--- src/rtl/pps_pkg.sv ---
// Shared constants, codes, types and helper functions for the photoperiod phase sequencer.
`default_nettype none

package pps_pkg;

    // Field widths.
    localparam int CNT_W   = 17;
    localparam int HOURS_W = 5;
    localparam int DIV_W   = 16;
    localparam int MIN_W   = 6;
    localparam int FRAC_W  = 12;
    localparam int CFG_A_W = 3;
    localparam int CFG_D_W = 17;
    localparam int STEP_W  = 5;

    // Time constants.
    localparam logic [CNT_W-1:0]   CNT_MAX       = 17'h1FFFF;
    localparam logic [CNT_W-1:0]   SEC_PER_HOUR  = 17'd3600;
    localparam logic [FRAC_W-1:0]  FRAC_LAST     = 12'd3599;
    localparam logic [MIN_W-1:0]   SEC_PER_MIN   = 6'd60;
    localparam logic [MIN_W-1:0]   MIN_PER_HOUR  = 6'd60;
    localparam logic [HOURS_W-1:0] HOURS_PER_DAY = 5'd24;

    // Number of bit steps in one serial remainder pass.
    localparam logic [STEP_W-1:0]  MOD_STEPS     = 5'd17;

    // Phase codes.
    localparam logic [1:0] PHASE_DAY      = 2'd0;
    localparam logic [1:0] PHASE_TO_NIGHT = 2'd1;
    localparam logic [1:0] PHASE_NIGHT    = 2'd2;
    localparam logic [1:0] PHASE_TO_DAY   = 2'd3;

    // Configuration register indexes.
    localparam logic [CFG_A_W-1:0] CFG_DAY_HOURS        = 3'd0;
    localparam logic [CFG_A_W-1:0] CFG_NIGHT_HOURS      = 3'd1;
    localparam logic [CFG_A_W-1:0] CFG_TRANSITION_HOURS = 3'd2;
    localparam logic [CFG_A_W-1:0] CFG_DIMMING_INTERVAL = 3'd3;
    localparam logic [CFG_A_W-1:0] CFG_LOG_PERIOD       = 3'd4;

    // Configuration reset values.
    localparam logic [HOURS_W-1:0] DAY_HOURS_RST   = 5'd12;
    localparam logic [HOURS_W-1:0] NIGHT_HOURS_RST = 5'd10;
    localparam logic [HOURS_W-1:0] TRANS_HOURS_RST = 5'd1;
    localparam logic [DIV_W-1:0]   DIM_INTVL_RST   = 16'd60;
    localparam logic [CNT_W-1:0]   LOG_PERIOD_RST  = 17'd900;

    // Status of the serial remainder unit.
    typedef struct packed {
        logic busy;
        logic zero;
    } pps_mod_status_t;

    // Length in hours of a given phase.
    function automatic logic [HOURS_W-1:0] phase_hours(
        input logic [1:0]         ph,
        input logic [HOURS_W-1:0] day_h,
        input logic [HOURS_W-1:0] night_h,
        input logic [HOURS_W-1:0] trans_h
    );
        logic [HOURS_W-1:0] h;
        begin
            case (ph)
                PHASE_DAY:   h = day_h;
                PHASE_NIGHT: h = night_h;
                default:     h = trans_h;
            endcase
            return h;
        end
    endfunction

    // Hours to seconds; at most 31 hours, which fits in 17 bits.
    function automatic logic [CNT_W-1:0] hours_to_sec(input logic [HOURS_W-1:0] h);
        logic [CNT_W-1:0] s;
        begin
            s = CNT_W'(h) * SEC_PER_HOUR;
            return s;
        end
    endfunction

endpackage

`default_nettype wire

--- src/rtl/pps_serial_mod.sv ---
// Bit-serial restoring remainder unit: one dividend bit per cycle.
`default_nettype none

module pps_serial_mod (
    input  wire logic                         clk,
    input  wire logic                         rst_n,
    input  wire logic                         start,
    input  wire logic [pps_pkg::CNT_W-1:0]    dividend,
    input  wire logic [pps_pkg::DIV_W-1:0]    divisor,
    output pps_pkg::pps_mod_status_t          status
);
    import pps_pkg::*;

    logic [CNT_W-1:0]  dvd_reg;
    logic [DIV_W-1:0]  dsr_reg;
    logic [DIV_W-1:0]  rem_reg;
    logic [STEP_W-1:0] cnt_reg;
    logic              busy_reg;

    logic [DIV_W:0]    trial;
    logic [DIV_W:0]    diff;
    logic [DIV_W-1:0]  rem_next;

    // The partial remainder stays below the divisor, so the trial value fits in 17 bits.
    always_comb
    begin
        trial = {rem_reg, dvd_reg[CNT_W-1]};
        diff  = trial - {1'b0, dsr_reg};
        if (trial >= {1'b0, dsr_reg})
        begin
            rem_next = diff[DIV_W-1:0];
        end
        else
        begin
            rem_next = trial[DIV_W-1:0];
        end
    end

    always_ff @(posedge clk or negedge rst_n)
    begin
        if (!rst_n)
        begin
            busy_reg <= 1'b0;
            cnt_reg  <= '0;
        end
        else if (start)
        begin
            busy_reg <= 1'b1;
            cnt_reg  <= MOD_STEPS;
        end
        else if (busy_reg)
        begin
            cnt_reg <= cnt_reg - STEP_W'(1);
            if (cnt_reg == STEP_W'(1))
            begin
                busy_reg <= 1'b0;
            end
        end
    end

    always_ff @(posedge clk)
    begin
        if (start)
        begin
            dvd_reg <= dividend;
            dsr_reg <= divisor;
            rem_reg <= '0;
        end
        else if (busy_reg)
        begin
            dvd_reg <= {dvd_reg[CNT_W-2:0], 1'b0};
            rem_reg <= rem_next;
        end
    end

    assign status.busy = busy_reg;
    assign status.zero = (rem_reg == '0);

endmodule

`default_nettype wire

--- src/rtl/photoperiod_phase_sequencer.sv ---
// Top level of the photoperiod phase sequencer: phase timing, time of day and log pulses.
// Flow: a plain poll, or a tick that lands outside a transition phase or meets a zero dimming
// interval, goes from idle straight to the done state; any other tick first runs the 17-step
// bit-serial remainder against the dimming interval. The done state waits for a free output.
// One request is in flight at a time; the result register lets the next one be taken while the
// last result waits. Reset clears all timing state (day phase) and loads register defaults.
`default_nettype none

module photoperiod_phase_sequencer (
    input  wire logic                          clk,
    input  wire logic                          rst_n,
    // Configuration write port.
    input  wire logic                          cfg_we,
    input  wire logic [pps_pkg::CFG_A_W-1:0]   cfg_addr,
    input  wire logic [pps_pkg::CFG_D_W-1:0]   cfg_wdata,
    // Request channel.
    input  wire logic                          in_valid,
    output      logic                          in_ready,
    input  wire logic                          second_tick,
    // Result channel.
    output      logic                          out_valid,
    input  wire logic                          out_ready,
    output      logic [1:0]                    phase,
    output      logic [pps_pkg::CNT_W-1:0]     phase_seconds,
    output      logic [pps_pkg::HOURS_W-1:0]   hours_left,
    output      logic [pps_pkg::HOURS_W-1:0]   clock_hour,
    output      logic [pps_pkg::MIN_W-1:0]     clock_minute,
    output      logic [pps_pkg::MIN_W-1:0]     clock_second,
    output      logic                          dimming_step,
    output      logic                          refresh_dimming,
    output      logic                          phase_changed,
    output      logic                          log_request
);
    import pps_pkg::*;

    // Sequencer states.
    localparam logic [1:0] ST_IDLE = 2'd0;
    localparam logic [1:0] ST_MOD  = 2'd1;
    localparam logic [1:0] ST_DONE = 2'd2;

    logic [1:0] state_reg;
    logic [1:0] state_next;

    // Configuration registers.
    logic [HOURS_W-1:0] day_hours_reg;
    logic [HOURS_W-1:0] night_hours_reg;
    logic [HOURS_W-1:0] trans_hours_reg;
    logic [DIV_W-1:0]   dim_intvl_reg;
    logic [CNT_W-1:0]   log_period_reg;

    // Timing state. The hour fraction tracks the phase counter modulo 3600, so the whole-hour
    // check needs no divider.
    logic [1:0]         phase_reg;
    logic [CNT_W-1:0]   phase_cnt_reg;
    logic [FRAC_W-1:0]  hour_frac_reg;
    logic [HOURS_W-1:0] hours_left_reg;
    logic [CNT_W-1:0]   log_cnt_reg;
    logic [HOURS_W-1:0] tod_h_reg;
    logic [MIN_W-1:0]   tod_m_reg;
    logic [MIN_W-1:0]   tod_s_reg;

    // Pulses of the request in flight.
    logic               dim_p_reg;
    logic               refresh_p_reg;
    logic               changed_p_reg;
    logic               logreq_p_reg;

    // Result register.
    logic               out_valid_reg;
    logic [1:0]         phase_o_reg;
    logic [CNT_W-1:0]   phase_sec_o_reg;
    logic [HOURS_W-1:0] hours_left_o_reg;
    logic [HOURS_W-1:0] clock_h_o_reg;
    logic [MIN_W-1:0]   clock_m_o_reg;
    logic [MIN_W-1:0]   clock_s_o_reg;
    logic               dim_o_reg;
    logic               refresh_o_reg;
    logic               changed_o_reg;
    logic               logreq_o_reg;

    // Next values for a tick.
    logic               accept;
    logic               tick_go;
    logic [CNT_W-1:0]   cnt_inc;
    logic [FRAC_W-1:0]  frac_inc;
    logic               phase_end;
    logic [1:0]         phase_adv;
    logic [1:0]         phase_next;
    logic [CNT_W-1:0]   phase_cnt_next;
    logic [FRAC_W-1:0]  hour_frac_next;
    logic [HOURS_W-1:0] hours_left_next;
    logic [MIN_W-1:0]   tod_s_next;
    logic [MIN_W-1:0]   tod_m_next;
    logic [HOURS_W-1:0] tod_h_next;
    logic [MIN_W-1:0]   s_inc;
    logic [MIN_W-1:0]   m_inc;
    logic [HOURS_W-1:0] h_inc;
    logic               m_carry;
    logic               h_carry;
    logic [CNT_W-1:0]   log_inc;
    logic               log_fire;
    logic [CNT_W-1:0]   log_cnt_next;
    logic               need_mod;
    logic               out_load;

    pps_mod_status_t    mod_status;

    assign accept   = in_valid && in_ready;
    assign tick_go  = accept && second_tick;
    assign in_ready = (state_reg == ST_IDLE);
    assign out_load = (state_reg == ST_DONE) && (!out_valid_reg || out_ready);

    // Phase counter advance and phase change. The counter saturates, and the hour fraction
    // holds with it.
    always_comb
    begin
        if (phase_cnt_reg != CNT_MAX)
        begin
            cnt_inc  = phase_cnt_reg + CNT_W'(1);
            frac_inc = (hour_frac_reg == FRAC_LAST) ? '0 : hour_frac_reg + FRAC_W'(1);
        end
        else
        begin
            cnt_inc  = phase_cnt_reg;
            frac_inc = hour_frac_reg;
        end

        phase_end = (cnt_inc >= hours_to_sec(phase_hours(phase_reg, day_hours_reg,
                                                         night_hours_reg, trans_hours_reg)));
        phase_adv = phase_reg + 2'd1;

        if (phase_end)
        begin
            phase_next      = phase_adv;
            phase_cnt_next  = '0;
            hour_frac_next  = '0;
            hours_left_next = phase_hours(phase_adv, day_hours_reg, night_hours_reg,
                                          trans_hours_reg);
        end
        else
        begin
            phase_next      = phase_reg;
            phase_cnt_next  = cnt_inc;
            hour_frac_next  = frac_inc;
            // Count down one at every whole hour of the phase, never below zero.
            if ((cnt_inc != '0) && (frac_inc == '0) && (hours_left_reg != '0))
            begin
                hours_left_next = hours_left_reg - HOURS_W'(1);
            end
            else
            begin
                hours_left_next = hours_left_reg;
            end
        end

        // The remainder pass is only needed in a transition phase with a nonzero interval.
        need_mod = phase_next[0] && (dim_intvl_reg != '0);
    end

    // Time of day, wrapping at 60 seconds, 60 minutes and 24 hours.
    always_comb
    begin
        s_inc   = tod_s_reg + MIN_W'(1);
        m_carry = (s_inc >= SEC_PER_MIN);
        tod_s_next = m_carry ? '0 : s_inc;

        m_inc   = m_carry ? tod_m_reg + MIN_W'(1) : tod_m_reg;
        h_carry = (m_inc >= MIN_PER_HOUR);
        tod_m_next = h_carry ? '0 : m_inc;

        h_inc   = h_carry ? tod_h_reg + HOURS_W'(1) : tod_h_reg;
        tod_h_next = (h_inc >= HOURS_PER_DAY) ? '0 : h_inc;
    end

    // Log period counter, saturating before the compare.
    always_comb
    begin
        log_inc  = (log_cnt_reg != CNT_MAX) ? log_cnt_reg + CNT_W'(1) : log_cnt_reg;
        log_fire = (log_inc >= log_period_reg);
        log_cnt_next = log_fire ? '0 : log_inc;
    end

    // Sequencer: take a request, run the remainder pass when needed, then hand the result
    // to the output register as soon as it is free.
    always_comb
    begin
        state_next = state_reg;
        unique case (state_reg)
            ST_IDLE:
            begin
                if (accept)
                begin
                    state_next = (second_tick && need_mod) ? ST_MOD : ST_DONE;
                end
            end
            ST_MOD:
            begin
                if (!mod_status.busy)
                begin
                    state_next = ST_DONE;
                end
            end
            ST_DONE:
            begin
                if (out_load)
                begin
                    state_next = ST_IDLE;
                end
            end
            default:
            begin
                state_next = ST_IDLE;
            end
        endcase
    end

    pps_serial_mod u_mod (
        .clk      (clk),
        .rst_n    (rst_n),
        .start    (tick_go && need_mod),
        .dividend (phase_cnt_next),
        .divisor  (dim_intvl_reg),
        .status   (mod_status)
    );

    // Control state, configuration, timing state, pulses of the request in flight and output valid.
    always_ff @(posedge clk or negedge rst_n)
    begin
        if (!rst_n)
        begin
            state_reg       <= ST_IDLE;
            day_hours_reg   <= DAY_HOURS_RST;
            night_hours_reg <= NIGHT_HOURS_RST;
            trans_hours_reg <= TRANS_HOURS_RST;
            dim_intvl_reg   <= DIM_INTVL_RST;
            log_period_reg  <= LOG_PERIOD_RST;
            phase_reg       <= PHASE_DAY;
            phase_cnt_reg   <= '0;
            hour_frac_reg   <= '0;
            hours_left_reg  <= '0;
            log_cnt_reg     <= '0;
            tod_h_reg       <= '0;
            tod_m_reg       <= '0;
            tod_s_reg       <= '0;
            dim_p_reg       <= 1'b0;
            refresh_p_reg   <= 1'b0;
            changed_p_reg   <= 1'b0;
            logreq_p_reg    <= 1'b0;
            out_valid_reg   <= 1'b0;
        end
        else
        begin
            state_reg <= state_next;

            if (cfg_we)
            begin
                unique case (cfg_addr)
                    CFG_DAY_HOURS:        day_hours_reg   <= cfg_wdata[HOURS_W-1:0];
                    CFG_NIGHT_HOURS:      night_hours_reg <= cfg_wdata[HOURS_W-1:0];
                    CFG_TRANSITION_HOURS: trans_hours_reg <= cfg_wdata[HOURS_W-1:0];
                    CFG_DIMMING_INTERVAL: dim_intvl_reg   <= cfg_wdata[DIV_W-1:0];
                    CFG_LOG_PERIOD:       log_period_reg  <= cfg_wdata[CNT_W-1:0];
                    default:
                    begin
                    end
                endcase
            end

            if (accept)
            begin
                // A plain poll leaves the state alone and raises no pulse.
                dim_p_reg     <= 1'b0;
                refresh_p_reg <= tick_go && phase_end && phase_reg[0];
                changed_p_reg <= tick_go && phase_end;
                logreq_p_reg  <= tick_go && log_fire;
            end
            else if ((state_reg == ST_MOD) && !mod_status.busy)
            begin
                dim_p_reg <= mod_status.zero;
            end

            if (tick_go)
            begin
                phase_reg      <= phase_next;
                phase_cnt_reg  <= phase_cnt_next;
                hour_frac_reg  <= hour_frac_next;
                hours_left_reg <= hours_left_next;
                tod_s_reg      <= tod_s_next;
                tod_m_reg      <= tod_m_next;
                tod_h_reg      <= tod_h_next;
                log_cnt_reg    <= log_cnt_next;
            end

            if (out_load)
            begin
                out_valid_reg <= 1'b1;
            end
            else if (out_ready)
            begin
                out_valid_reg <= 1'b0;
            end
        end
    end

    // Result payload, captured from the updated state.
    always_ff @(posedge clk)
    begin
        if (out_load)
        begin
            phase_o_reg      <= phase_reg;
            phase_sec_o_reg  <= phase_cnt_reg;
            hours_left_o_reg <= hours_left_reg;
            clock_h_o_reg    <= tod_h_reg;
            clock_m_o_reg    <= tod_m_reg;
            clock_s_o_reg    <= tod_s_reg;
            dim_o_reg        <= dim_p_reg;
            refresh_o_reg    <= refresh_p_reg;
            changed_o_reg    <= changed_p_reg;
            logreq_o_reg     <= logreq_p_reg;
        end
    end

    assign out_valid       = out_valid_reg;
    assign phase           = phase_o_reg;
    assign phase_seconds   = phase_sec_o_reg;
    assign hours_left      = hours_left_o_reg;
    assign clock_hour      = clock_h_o_reg;
    assign clock_minute    = clock_m_o_reg;
    assign clock_second    = clock_s_o_reg;
    assign dimming_step    = dim_o_reg;
    assign refresh_dimming = refresh_o_reg;
    assign phase_changed   = changed_o_reg;
    assign log_request     = logreq_o_reg;

endmodule

`default_nettype wire

--- config.mk ---
export PLATFORM = sky130hd
export DESIGN_NAME = photoperiod_phase_sequencer
export DESIGN_NICKNAME = d
export VERILOG_FILES = /design/src/rtl/pps_pkg.sv /design/src/rtl/pps_serial_mod.sv /design/src/rtl/photoperiod_phase_sequencer.sv
export SDC_FILE = /design/constraint.sdc
export NUM_CORES = 1
export LEC_CHECK = 0
export ABC_AREA = 0
export BUFFER_PORTS_ARGS = -buffer_cell sky130_fd_sc_hd__buf_2
export CELL_PAD_IN_SITES_DETAIL_PLACEMENT = 0
export CELL_PAD_IN_SITES_GLOBAL_PLACEMENT = 1
export CORE_MARGIN = 1.5
export CORE_UTILIZATION = 38
export DETAILED_ROUTE_END_ITERATION = 8
export PLACE_DENSITY_LB_ADDON = 0.1
export SYNTH_ARGS = -nofsm -noshare
export SYNTH_HDL_FRONTEND = slang
export SYNTH_SLANG_ARGS = --single-unit
--- constraint.sdc ---
create_clock -name clk -period 8.85 [get_ports clk]
set_input_delay 0.4425 -clock clk [delete_from_list [all_inputs] [get_ports clk]]
set_output_delay 0.4425 -clock clk [all_outputs]
set_load 0.02 [all_outputs]
======== Word level (Yosys, flattened, before mapping) ========
Cells that the tools add are included.
storage, ports and cells
  register bits ........................... 225
  latch bits .............................. 0
  RAM bits ................................ 0
  ROM bits ................................ 0
  bits of input ports ..................... 26
  output and inout bits ................... 47
  word-level logic and storage cells ...... 137
  memories kept ........................... 0
operators by class
  add/subtract/negate cells ............... 10
  multipliers ............................. 1
  divide/modulo/power cells ............... 0
  $lt $le $gt $ge ......................... 6
  equal/unequal tests ..................... 15
  shifts and indexed selects .............. 0
  muxes and demuxes ....................... 34
  bitwise logic cells ..................... 0
  reductions and logical operators ........ 36
operator list
  kind                   count
  $mux 17                6
  $mux 12                3
  $add 17x1->17 const B  2
  $ge 17x17->1           2
  $ne 17x17->1 const B   2
  $mux 5                 6
  $pmux 5 s2             2
  $mux 6                 3
  $ge 17x16->1           1
  $reduce_bool 17->1     1
  $logic_not 16->1       1
  $mux 16                1
  $reduce_bool 16->1     1
  $sub 16x16->16         1
  $reduce_and 2->1       7
  $mul 5x8->13 const B   1
  $add 12x1->12 const B  1
  $add 6x1->6 const B    2
  $eq 12x12->1 const B   1
  $ge 6x6->1 const B     2
  $logic_and 1x1->1      12
  $logic_not 12->1       1
  $sub 5x1->5 const B    2
  $mux 1                 8
  20 further kinds       33

======== Depth between registers and ports, before layout ========
Gate-level depths: netlist of run 1.
  depth after elaboration ................. 10
  gate-level depth with buffers ........... 24
  depth with buffers taken out ............ 23

======== By module ========
A second synthesis of run 1 with hierarchy kept.
unflattened totals
  cell total of the unflattened synthesis .. 1250
  area total of the unflattened synthesis .. 12699.7 um^2
by module, submodules not included
  module                       times used  cells each  area an instance (um^2)  sequential area each (um^2)
  photoperiod_phase_sequencer  1           950         9544.2                   4495.6
  pps_serial_mod               1           300         3155.5                   1461.4

======== Worst setup path after synthesis of run 1 ========
Ideal clock, no wire load.
  path type ............................... reg-to-reg
  start point ............................. register phase_reg[0]
  end point ............................... register u_mod.dvd_reg[0] (enable)
  library setup time ...................... 0.373 ns
  arrival ................................. 4.987 ns
  data required time ...................... 8.477 ns
  slack ................................... 3.490 ns
  cell stages (with the launch flop) ...... 23
  path buffers ............................ 1
  clock period less this slack ............ 5.360 ns
  cells stage by stage .................... dfrtp_1 > inv_1 > ha_1 > a22o_1 > a21oi_1 > inv_1 > ha_1 > xor2_1 > ha_1 > ha_1 > ha_1 > a21oi_1 > o21bai_1 > a21oi_1 > xnor2_1 > ha_1 > nand4_1 > or2_2 > o31ai_2 > xnor2_1 > nand2_2 > buf_2 > nand2_1
between the ends
  longest elaborated chain between the ends .. 8
  elaborated cells on any way between the ends .. 10
  those cells by class .................... 1 x add/sub; 1 x mul; 1 x order compare; 1 x eq/ne; 2 x mux; 4 x reduce/logical
ends and longest elaborated chain
  what                                           RTL line                            source
  from (decl)                                    photoperiod_phase_sequencer.sv:53   logic [1:0] phase_reg;
  from (signal assigned)                         photoperiod_phase_sequencer.sv:284  phase_reg <= phase_next;
  $eq 2x2->1 or $logic_not 2->1 (tied branches)  pps_pkg.sv:62                       case (ph)
  $pmux 5 s2                                     pps_pkg.sv:62
  $mul 5x8->13                                   pps_pkg.sv:75                       s = CNT_W'(h) * SEC_PER_HOUR;
  $ge 17x17->1                                   photoperiod_phase_sequencer.sv:128  phase_end = (cnt_inc >= hours_to_sec(phase_hours(phase_reg, day_hours_reg,
  $mux 1 (*)                                     photoperiod_phase_sequencer.sv:132  if (phase_end)
  $logic_and 1x1->1 (*)                          photoperiod_phase_sequencer.sv:157  need_mod = phase_next[0] && (dim_intvl_reg != '0);
  $logic_and 1x1->1 (*)                          photoperiod_phase_sequencer.sv:220  .start (tick_go && need_mod),
  $reduce_bool 2->1 (no line) (*)                --
  to (signal assigned)                           pps_serial_mod.sv:65                dvd_reg <= dividend;
  to (signal assigned)                           pps_serial_mod.sv:71                dvd_reg <= {dvd_reg[CNT_W-2:0], 1'b0};
  to (decl)                                      pps_serial_mod.sv:14                logic [CNT_W-1:0] dvd_reg;
Mark *: on every way between the ends. The rest lies on a longest branch, timed or not.
A chain may end at the register's enable or synchronous reset.

======== Worst setup path in the final report of run 1 ========
  start point ............................. register phase_reg[0]
  end point ............................... register u_mod.dvd_reg[2] (data pin)
between the ends
  longest elaborated chain between the ends .. 8
  elaborated cells on any way between the ends .. 11
  those cells by class .................... 1 x add/sub; 1 x mul; 1 x order compare; 1 x eq/ne; 4 x mux; 3 x reduce/logical
ends and longest elaborated chain
  what                                           RTL line                            source
  $eq 2x2->1 or $logic_not 2->1 (tied branches)  pps_pkg.sv:62
  $pmux 5 s2                                     pps_pkg.sv:62
  $mul 5x8->13                                   pps_pkg.sv:75
  $ge 17x17->1                                   photoperiod_phase_sequencer.sv:128
  $mux 1                                         photoperiod_phase_sequencer.sv:132
  $logic_and 1x1->1                              photoperiod_phase_sequencer.sv:157
  $logic_and 1x1->1                              photoperiod_phase_sequencer.sv:220
  $mux 17 (*)                                    pps_serial_mod.sv:63                if (start)
Marked as above.

==> flow_summary.json, run 1 <==
{
  "leading_area_contributor_after_synthesis": "dfrtp_1",
  "avgSynthCellArea_um2": 10.15,
  "path_buf_inv": 4,
  "fmaxAchievable_ghz": 0.1507,
  "floorplan.initialDensity": 0.3856,
  "n_fill_cell": 3221,
  "cell_breakdown_of_the_critical_path": "inv_1, ha_1, a22o_1, a21oi_1, inv_1, ha_1, xor2_1, ha_1, ha_1, ha_1, a21oi_1, o21bai_1, a21oi_1, xnor2_1, ha_1, nand4_1, or2_2, o31ai_4, buf_4, xnor2_1, nand2_2, inv_2, o32ai_1",
  "cts-buffers-inserted": 28,
  "routedWlPerCell_um": 17.48,
  "slowest_delay_ps": 620,
  "grt_pass1_wl_um": 50110,
  "drtPass1Iterations": 5,
  "timing.critical_path.arrival_ps": 6880,
  "cts_post_setup_buffers_inserted": 0,
  "finalCritPeriodShare": 0.7496,
  "status": "complete, no violations",
  "area_of_the_mapped_netlist_mm2": 0.01255,
  "power_density_mw_per_mm2": 313.6,
  "timing.critical_path.fanout_max": 47,
  "synthesis.yosys.warnings": 0,
  "insertion_delay_ps": 550,
  "tritoncts": "built",
  "whs_endpoint": "log_period_reg[16]$_DFFE_PN0P_",
  "synth.top_cells.by_count": "nand2_1 (143), dfrtp_1 (118), inv_1 (82), o21ai_0 (81), edfxtp_1 (78)",
  "die_span_x_um": 184.7,
  "worstSetupEndpointType": "register",
  "timing.setup.tns_ps": 0,
  "num_vias": 9352,
  "grt_setup_unrepaired": "false",
  "postSynthRegisterBits": 225,
  "fp.dieH_um": 184.7,
  "ctsHtreeMaxLevel": 1,
  "remaining_design_rule_violation_count": 0,
  "antenna_cells": 0,
  "route.final.wire_length_um": 30780,
  "placeableCoreArea_mm2": 0.03254,
  "detailed_place_hpwl_um": 21610,
  "grt_start_max_net_pins": 48,
  "ys_async_sr_fraction": 0.5822,
  "grt_pass1_vias": 9054,
  "synth_edf_count": 78,
  "finalNetCount": 1401,
  "area.sequential_mm2": 0.005957,
  "setup_viol": 0,
  "setup.worst_path.start_class": "register",
  "synth.lib_cells_used.distinct": 87,
  "placed_cells": 1708,
  "yosysMostFrequentCell": "nand2_1",
  "gp_congestion": 0.8090,
  "grt_antenna_before_repair": 0,
  "layout_min_cycle_time_ps": 6634,
  "drtAntennaViolNets": 0,
  "timing.slew.headroom": 0.3585,
  "postSynthCellCount": 1236,
  "clk_transition_reported_paths_ps": 60,
  "cell_rows": 66,
  "dominantRegCellSynth": "dfrtp_1",
  "data_required_time_at_the_worst_endpoint_ps": 9100,
  "worstHoldPathCells": 3,
  "crit_slowest_cell": "inv_2",
  "cts_resized": 0,
  "grt_usage": 0.1852,
  "max_cap_violations": 0,
  "worst_vdd_rail_ir_drop_uv": 173.8,
  "timing.final.hold_violations": 0,
  "share_of_yosys_cell_area_claimed_by_the_top_area_cell_type": 0.2353,
  "critPathKind": "register to register",
  "grt_overflow": 0,
  "fp.dieArea_mm2": 0.03412,
  "rr_endpoint": "u_mod.dvd_reg[2]$_DFFE_PP_",
  "ioPinCount": 73,
  "worstHoldStart": "cfg_wdata[16]",
  "cell_seen_most_often_among_critical_path_stages": "ha_1",
  "worst_clock_skew_ps": 12.12,
  "cellLeakagePower_uw": 0.006257,
  "detail_route.vias_per_cell": 5.311,
  "final_util": 0.4421,
  "min-delay-path-class": "input pin to register",
  "layout-drive-gt1-share": 0.1585,
  "hold_buffers": 1,
  "max_slew.worst_pin.slew_ps": 956.5,
  "synth_area_leaders": "dfrtp_1 (24%), edfxtp_1 (19%), ha_1 (7.6%), nand2_1 (4.3%), mux2_2 (3.2%)",
  "place.port_buffers": 72,
  "worst-r2r-setup-slack_ps": 2220,
  "final-max-slew-violation-count": 0,
  "power_uw": 4511,
  "clk_root_buffer_cell": "clkbuf_16",
  "layoutNonFillerInstCount": 1761,
  "post_synth_net_total": 1340,
  "layout_stage_area_growth_over_the_synthesis_result_pct": 14.64,
  "multi_input_area_mm2": 0.006058,
  "rr_worst_depth": 23,
  "detailedRoute.firstIterationViolations": 564,
  "worst_path_dominant_cell_family": "adder cells",
  "cts_sinks": 225,
  "synth.yosys.seq_area_share": 0.4748,
  "ctsLongestPathBuffers": 3,
  "regToRegStartpoint": "phase_reg[0]$_DFFE_PN0P_"
}
[report_power, final]
part           switching [uW]  internal (uW)
Clock                     462            796
Combinational             938            701
Sequential                214           1400
Total                    1610           2900
[cells in the final DEF, fill, tap and decap left out, types with 10 or more instances in the layout]
cell,n
a211oi_1,16
nor2b_1,12
a22o_1,10
nand2b_1,10
nor3_1,17
o211ai_1,11
dfstp_2,13
a21o_1,21
a21oi_1,40
edfxtp_1,78
ha_1,76
o31ai_1,24
nand2_1,143
o2bb2ai_1,13
inv_1,82
o21ai_0,81
nand3_1,29
dfrtp_1,118
nor4_1,15
dfxtp_1,16
xnor2_1,31
and3_1,15
mux2i_1,16
mux2_2,36
clkbuf_16,31
nand4_1,22
xor2_1,17
buf_4,13
nor2_1,70
buf_2,71
[cells by family after synthesis]
family,Yosys count,share of synthesized area
flops,225,0.4748
compound gates,301,0.1654
xor+xnor,48,0.03351
simple gates,393,0.1563
mux,53,0.04617
buf+inv,138,0.04487
fa+ha+maj,78,0.07898
[metal layers]
layer	vias up	GRT usage	share of wire
met3	39	0.02984	0.047
li1	4659	-	-
met1	4486	0.2702	0.49
met5	-	0	0
met2	168	0.2897	0.45
met4	0	0.03675	0.013
[worst min-delay path: cells and delay by family]
family                 cells  cell delay [ps]
AOI/OAI and AO/OA          1               60
buffers and inverters      1               80
and+or+nand+nor            1               40
[cell type report]
type,instances,share of cell area
clock buffer,37,0.05689
clock inverter,15,0.01470
inverter,83,0.02166
multi-input combinational,873,0.4212
sequential,225,0.4141
tap,442,0.03845
timing repair buffer,86,0.03297
[worst max-delay path by stage]
stage	slack (ps)	depth (start not counted)	from	end
2_1_floorplan	3490	22	phase_reg[0]$_DFFE_PN0P_	u_mod.dvd_reg[0]$_SDFFCE_PN0P_
3_3_place_gp	2370	23	phase_reg[0]$_DFFE_PN0P_	u_mod.dvd_reg[2]$_DFFE_PP_
3_5_place_dp	2190	23	phase_reg[0]$_DFFE_PN0P_	u_mod.dvd_reg[2]$_DFFE_PP_
4_1_cts	2160	23	phase_reg[0]$_DFFE_PN0P_	u_mod.dvd_reg[2]$_DFFE_PP_
5_1_grt	1590	23	phase_reg[0]$_DFFE_PN0P_	u_mod.dvd_reg[2]$_DFFE_PP_
6_report	2220	23	phase_reg[0]$_DFFE_PN0P_	u_mod.dvd_reg[2]$_DFFE_PP_
[through the flow]
stage          setup WS [ps]  hold slack [ps]  area (um2)
2_1_floorplan           3490            146.9       12550
3_3_place_gp            2366            420.5       13340
3_5_place_dp            2186            421.4       13340
4_1_cts                 2160            98.84       14380
5_1_grt                 1588            140.0       14380
6_report                2216            120.4       14380
(Power assumes the default switching activity.)
==> run 2: changes to the inputs <==
- ABC_AREA: 0 -> 1
- clock period: 8.85 -> 6.3 ns (I/O delays scaled with it)
==> flow_summary.json, run 2 <==
{
  "worst_vdd_rail_ir_drop_uv": 343.1,
  "status": "complete, no violations",
  "synthXorXnorAreaFrac": 0.03898,
  "synth_area_leaders": "dfrtp_1 (23%), edfxtp_1 (18%), nand2_1 (11%), ha_1 (7.4%), inv_1 (6.8%)",
  "rr_worst_depth": 29,
  "gp_congestion": 0.7841,
  "grt_use_met2": 0.2899,
  "floorplan.initialDensity": 0.3838,
  "compound_cell_area_share_of_the_yosys_netlist": 0.09897,
  "grt_start_max_net_pins": 75,
  "finalCritPeriodShare": 0.9052,
  "crit_start": "phase_reg[0]$_DFFE_PN0P_",
  "max_cap_violations": 0,
  "max_slew.worst_pin.slew_ps": 1080,
  "clk_root_buffer_cell": "clkbuf_16",
  "fp.dieArea_mm2": 0.03481,
  "post_synth_net_total": 1625,
  "detailedRoute.firstIterationViolations": 520,
  "clk_transition_reported_paths_ps": 60,
  "cellLeakagePower_uw": 0.006974,
  "setup.worst_path.start_class": "register",
  "postSynthRegisterBits": 225,
  "post_synth_mux_area_share": 0,
  "grt_usage": 0.1773,
  "cts-buffers-inserted": 27,
  "mostFrequentLayoutCell": "nand2_1",
  "ys_async_sr_fraction": 0.5822,
  "tritoncts": "built",
  "place.port_buffers": 72,
  "layout_stage_area_growth_over_the_synthesis_result_pct": 13.71,
  "fmaxAchievable_ghz": 0.1754,
  "postSynthCellCount": 1521,
  "rr_endpoint": "u_mod.dvd_reg[11]$_DFFE_PP_",
  "ctsLongestPathBuffers": 3,
  "remaining_design_rule_violation_count": 0,
  "routedWlPerCell_um": 14.82,
  "timing.setup.tns_ps": 0,
  "layout_min_cycle_time_ps": 5703,
  "fp.dieH_um": 186.6,
  "cell_rows": 67,
  "crit_slowest_cell": "dfrtp_2",
  "cell_seen_most_often_among_critical_path_stages": "ha_1",
  "timing.final.hold_violations": 0,
  "data_required_time_at_the_worst_endpoint_ps": 6570,
  "detail_route.vias_per_cell": 4.758,
  "timing.slew.headroom": 0.2781,
  "grt_antenna_before_repair": 1,
  "finalNetCount": 1700,
  "critPathKind": "register to register",
  "grt_pass1_vias": 9586,
  "ioPinCount": 73,
  "layout-drive-gt1-share": 0.1182,
  "power_density_mw_per_mm2": 528.9,
  "yosysMostFrequentCell": "nand2_1",
  "critical_path_stages": 29,
  "grt_use_met3": 0.02953,
  "cts_post_setup_buffers_inserted": 0,
  "grt_pass1_wl_um": 50510,
  "worstSetupEndpointType": "register",
  "worst-r2r-setup-slack_ps": 600,
  "synth.top_cells.by_count": "nand2_1 (379), inv_1 (233), o21ai_0 (135), dfrtp_1 (118), nand3_1 (81)",
  "synth_top_family_by_area": "simple AND/OR/NAND/NOR gates",
  "synth.yosys.seq_area_share": 0.4652,
  "worst_clock_skew_ps": 11.72,
  "grt_overflow": 0,
  "insertion_delay_ps": 530,
  "leading_area_contributor_after_synthesis": "dfrtp_1",
  "antenna_cells": 0,
  "synth.lib_cells_used.distinct": 56,
  "worst_path_dominant_cell_family": "adder cells",
  "grt_setup_unrepaired": "false",
  "post_synth_fa_ha_maj_area_fraction": 0.07738,
  "share_of_yosys_cell_area_claimed_by_the_top_area_cell_type": 0.2306,
  "endpoint": "u_mod.dvd_reg[11]$_DFFE_PP_",
  "cts_sinks": 225,
  "final_util": 0.4364,
  "ctsHtreeMaxLevel": 1,
  "drtAntennaViolNets": 0,
  "placeableCoreArea_mm2": 0.03336,
  "min-delay-path-class": "input pin to register",
  "commonest_cells_after_routing_fill_and_taps_aside": "nand2_1 (379), inv_1 (233), o21ai_0 (135)",
  "drtPass1Iterations": 5,
  "busiest_layer": "met2",
  "regToRegStartpoint": "phase_reg[0]$_DFFE_PN0P_",
  "setup_viol": 0,
  "avgSynthCellArea_um2": 8.419,
  "slowest_delay_ps": 410,
  "dominantRegCellSynth": "dfrtp_1",
  "gr-usage-met1": 0.2497,
  "area_of_the_mapped_netlist_mm2": 0.01281,
  "synthesis.yosys.warnings": 0,
  "final-max-slew-violation-count": 0,
  "timing.critical_path.arrival_ps": 5970,
  "yosys.area_share.simple": 0.2314,
  "detailed_place_hpwl_um": 21760,
  "timing.critical_path.fanout_max": 17,
  "route.final.wire_length_um": 30590,
  "synth_edf_count": 78,
  "num_vias": 9820,
  "die_span_x_um": 186.6,
  "path_buf_inv": 5
}
[run 2: worst min path at each step]
stage	slack (ps)	endpoint	startpoint	cells past startpoint
floorplan	20	changed_p_reg$_DFFE_PN0P_	rst_n	0
global placement	350	u_mod.busy_reg$_DFF_PN0_	rst_n	1
detailed placement	360	u_mod.busy_reg$_DFF_PN0_	rst_n	1
CTS	30	log_period_reg[16]$_DFFE_PN0P_	cfg_wdata[16]	3
global route	50	log_period_reg[9]$_DFFE_PN1P_	cfg_wdata[9]	3
finish	60	log_period_reg[16]$_DFFE_PN0P_	cfg_wdata[16]	3
[run 2: power breakdown]
| part | leakage, uW | internal [uW] | switching [uW] |
|---|---|---|---|
| clock network | 0.000454 | 1010 | 627 |
| registers | 0.00255 | 2130 | 386 |
| logic | 0.00397 | 1250 | 2310 |
| total | 0.00697 | 4380 | 3320 |
[run 2: through the flow]
| stage | area (um2) | setup WS (ps) | hold WS [ps] | total power (uW) | std cells |
|---|---|---|---|---|---|
| after floorplan | 12810 | 911.1 | 19.41 | 5267 | 1521 |
| after global placement | 13600 | 644.8 | 354.0 | 6083 | 2013 |
| after detailed placement | 13600 | 504.5 | 355.8 | 6099 | 2013 |
| after CTS | 14550 | 446.2 | 31.29 | 7793 | 2064 |
| after global routing | 14560 | 10.89 | 54.70 | 8421 | 2064 |
| final | 14560 | 597.3 | 56.34 | 7701 | 2064 |
[run 2: repair_timing]
action	4_1_cts	5_1_grt
endpoints found under the hold margin	53	0
resized for setup	0	4
setup endpoints to repair	0	56
hold buffers	2	0
[run 2: worst register-to-register path: cells and delay by family (launching register included)]
kind,cells,cell delay [ps]
xor gates and xnor gates,2,270
adders and majority gates,6,1760
and+or+nand+nor,11,1490
AOI/OAI and AO/OA,5,710
DFF,1,410
buffers and inverters,5,790
[run 2: kinds of logic after synthesis]
logic type,after synthesis
compound gates,226
xor+xnor,57
fa+ha+maj,78
buf+inv,278
flops,225
simple gates,657
[run 2: layout make-up]
type	instances	area (um2)
fill	3408	18800
sequential	225	5958
multi-input combinational	1018	5743
inverter	240	902.1
clock buffer	36	759.5
tap	448	560.5
timing repair buffer	84	465.4
clock inverter	13	172.7
[run 2: routing by layer]
layer | share of wire | vias up | wire length (um)
met5 | 0.00039 | - | 12
met4 | 0.012 | 2 | 376
met2 | 0.45 | 135 | 13730
met1 | 0.50 | 4525 | 15230
li1 | - | 5129 | -
met3 | 0.040 | 29 | 1235
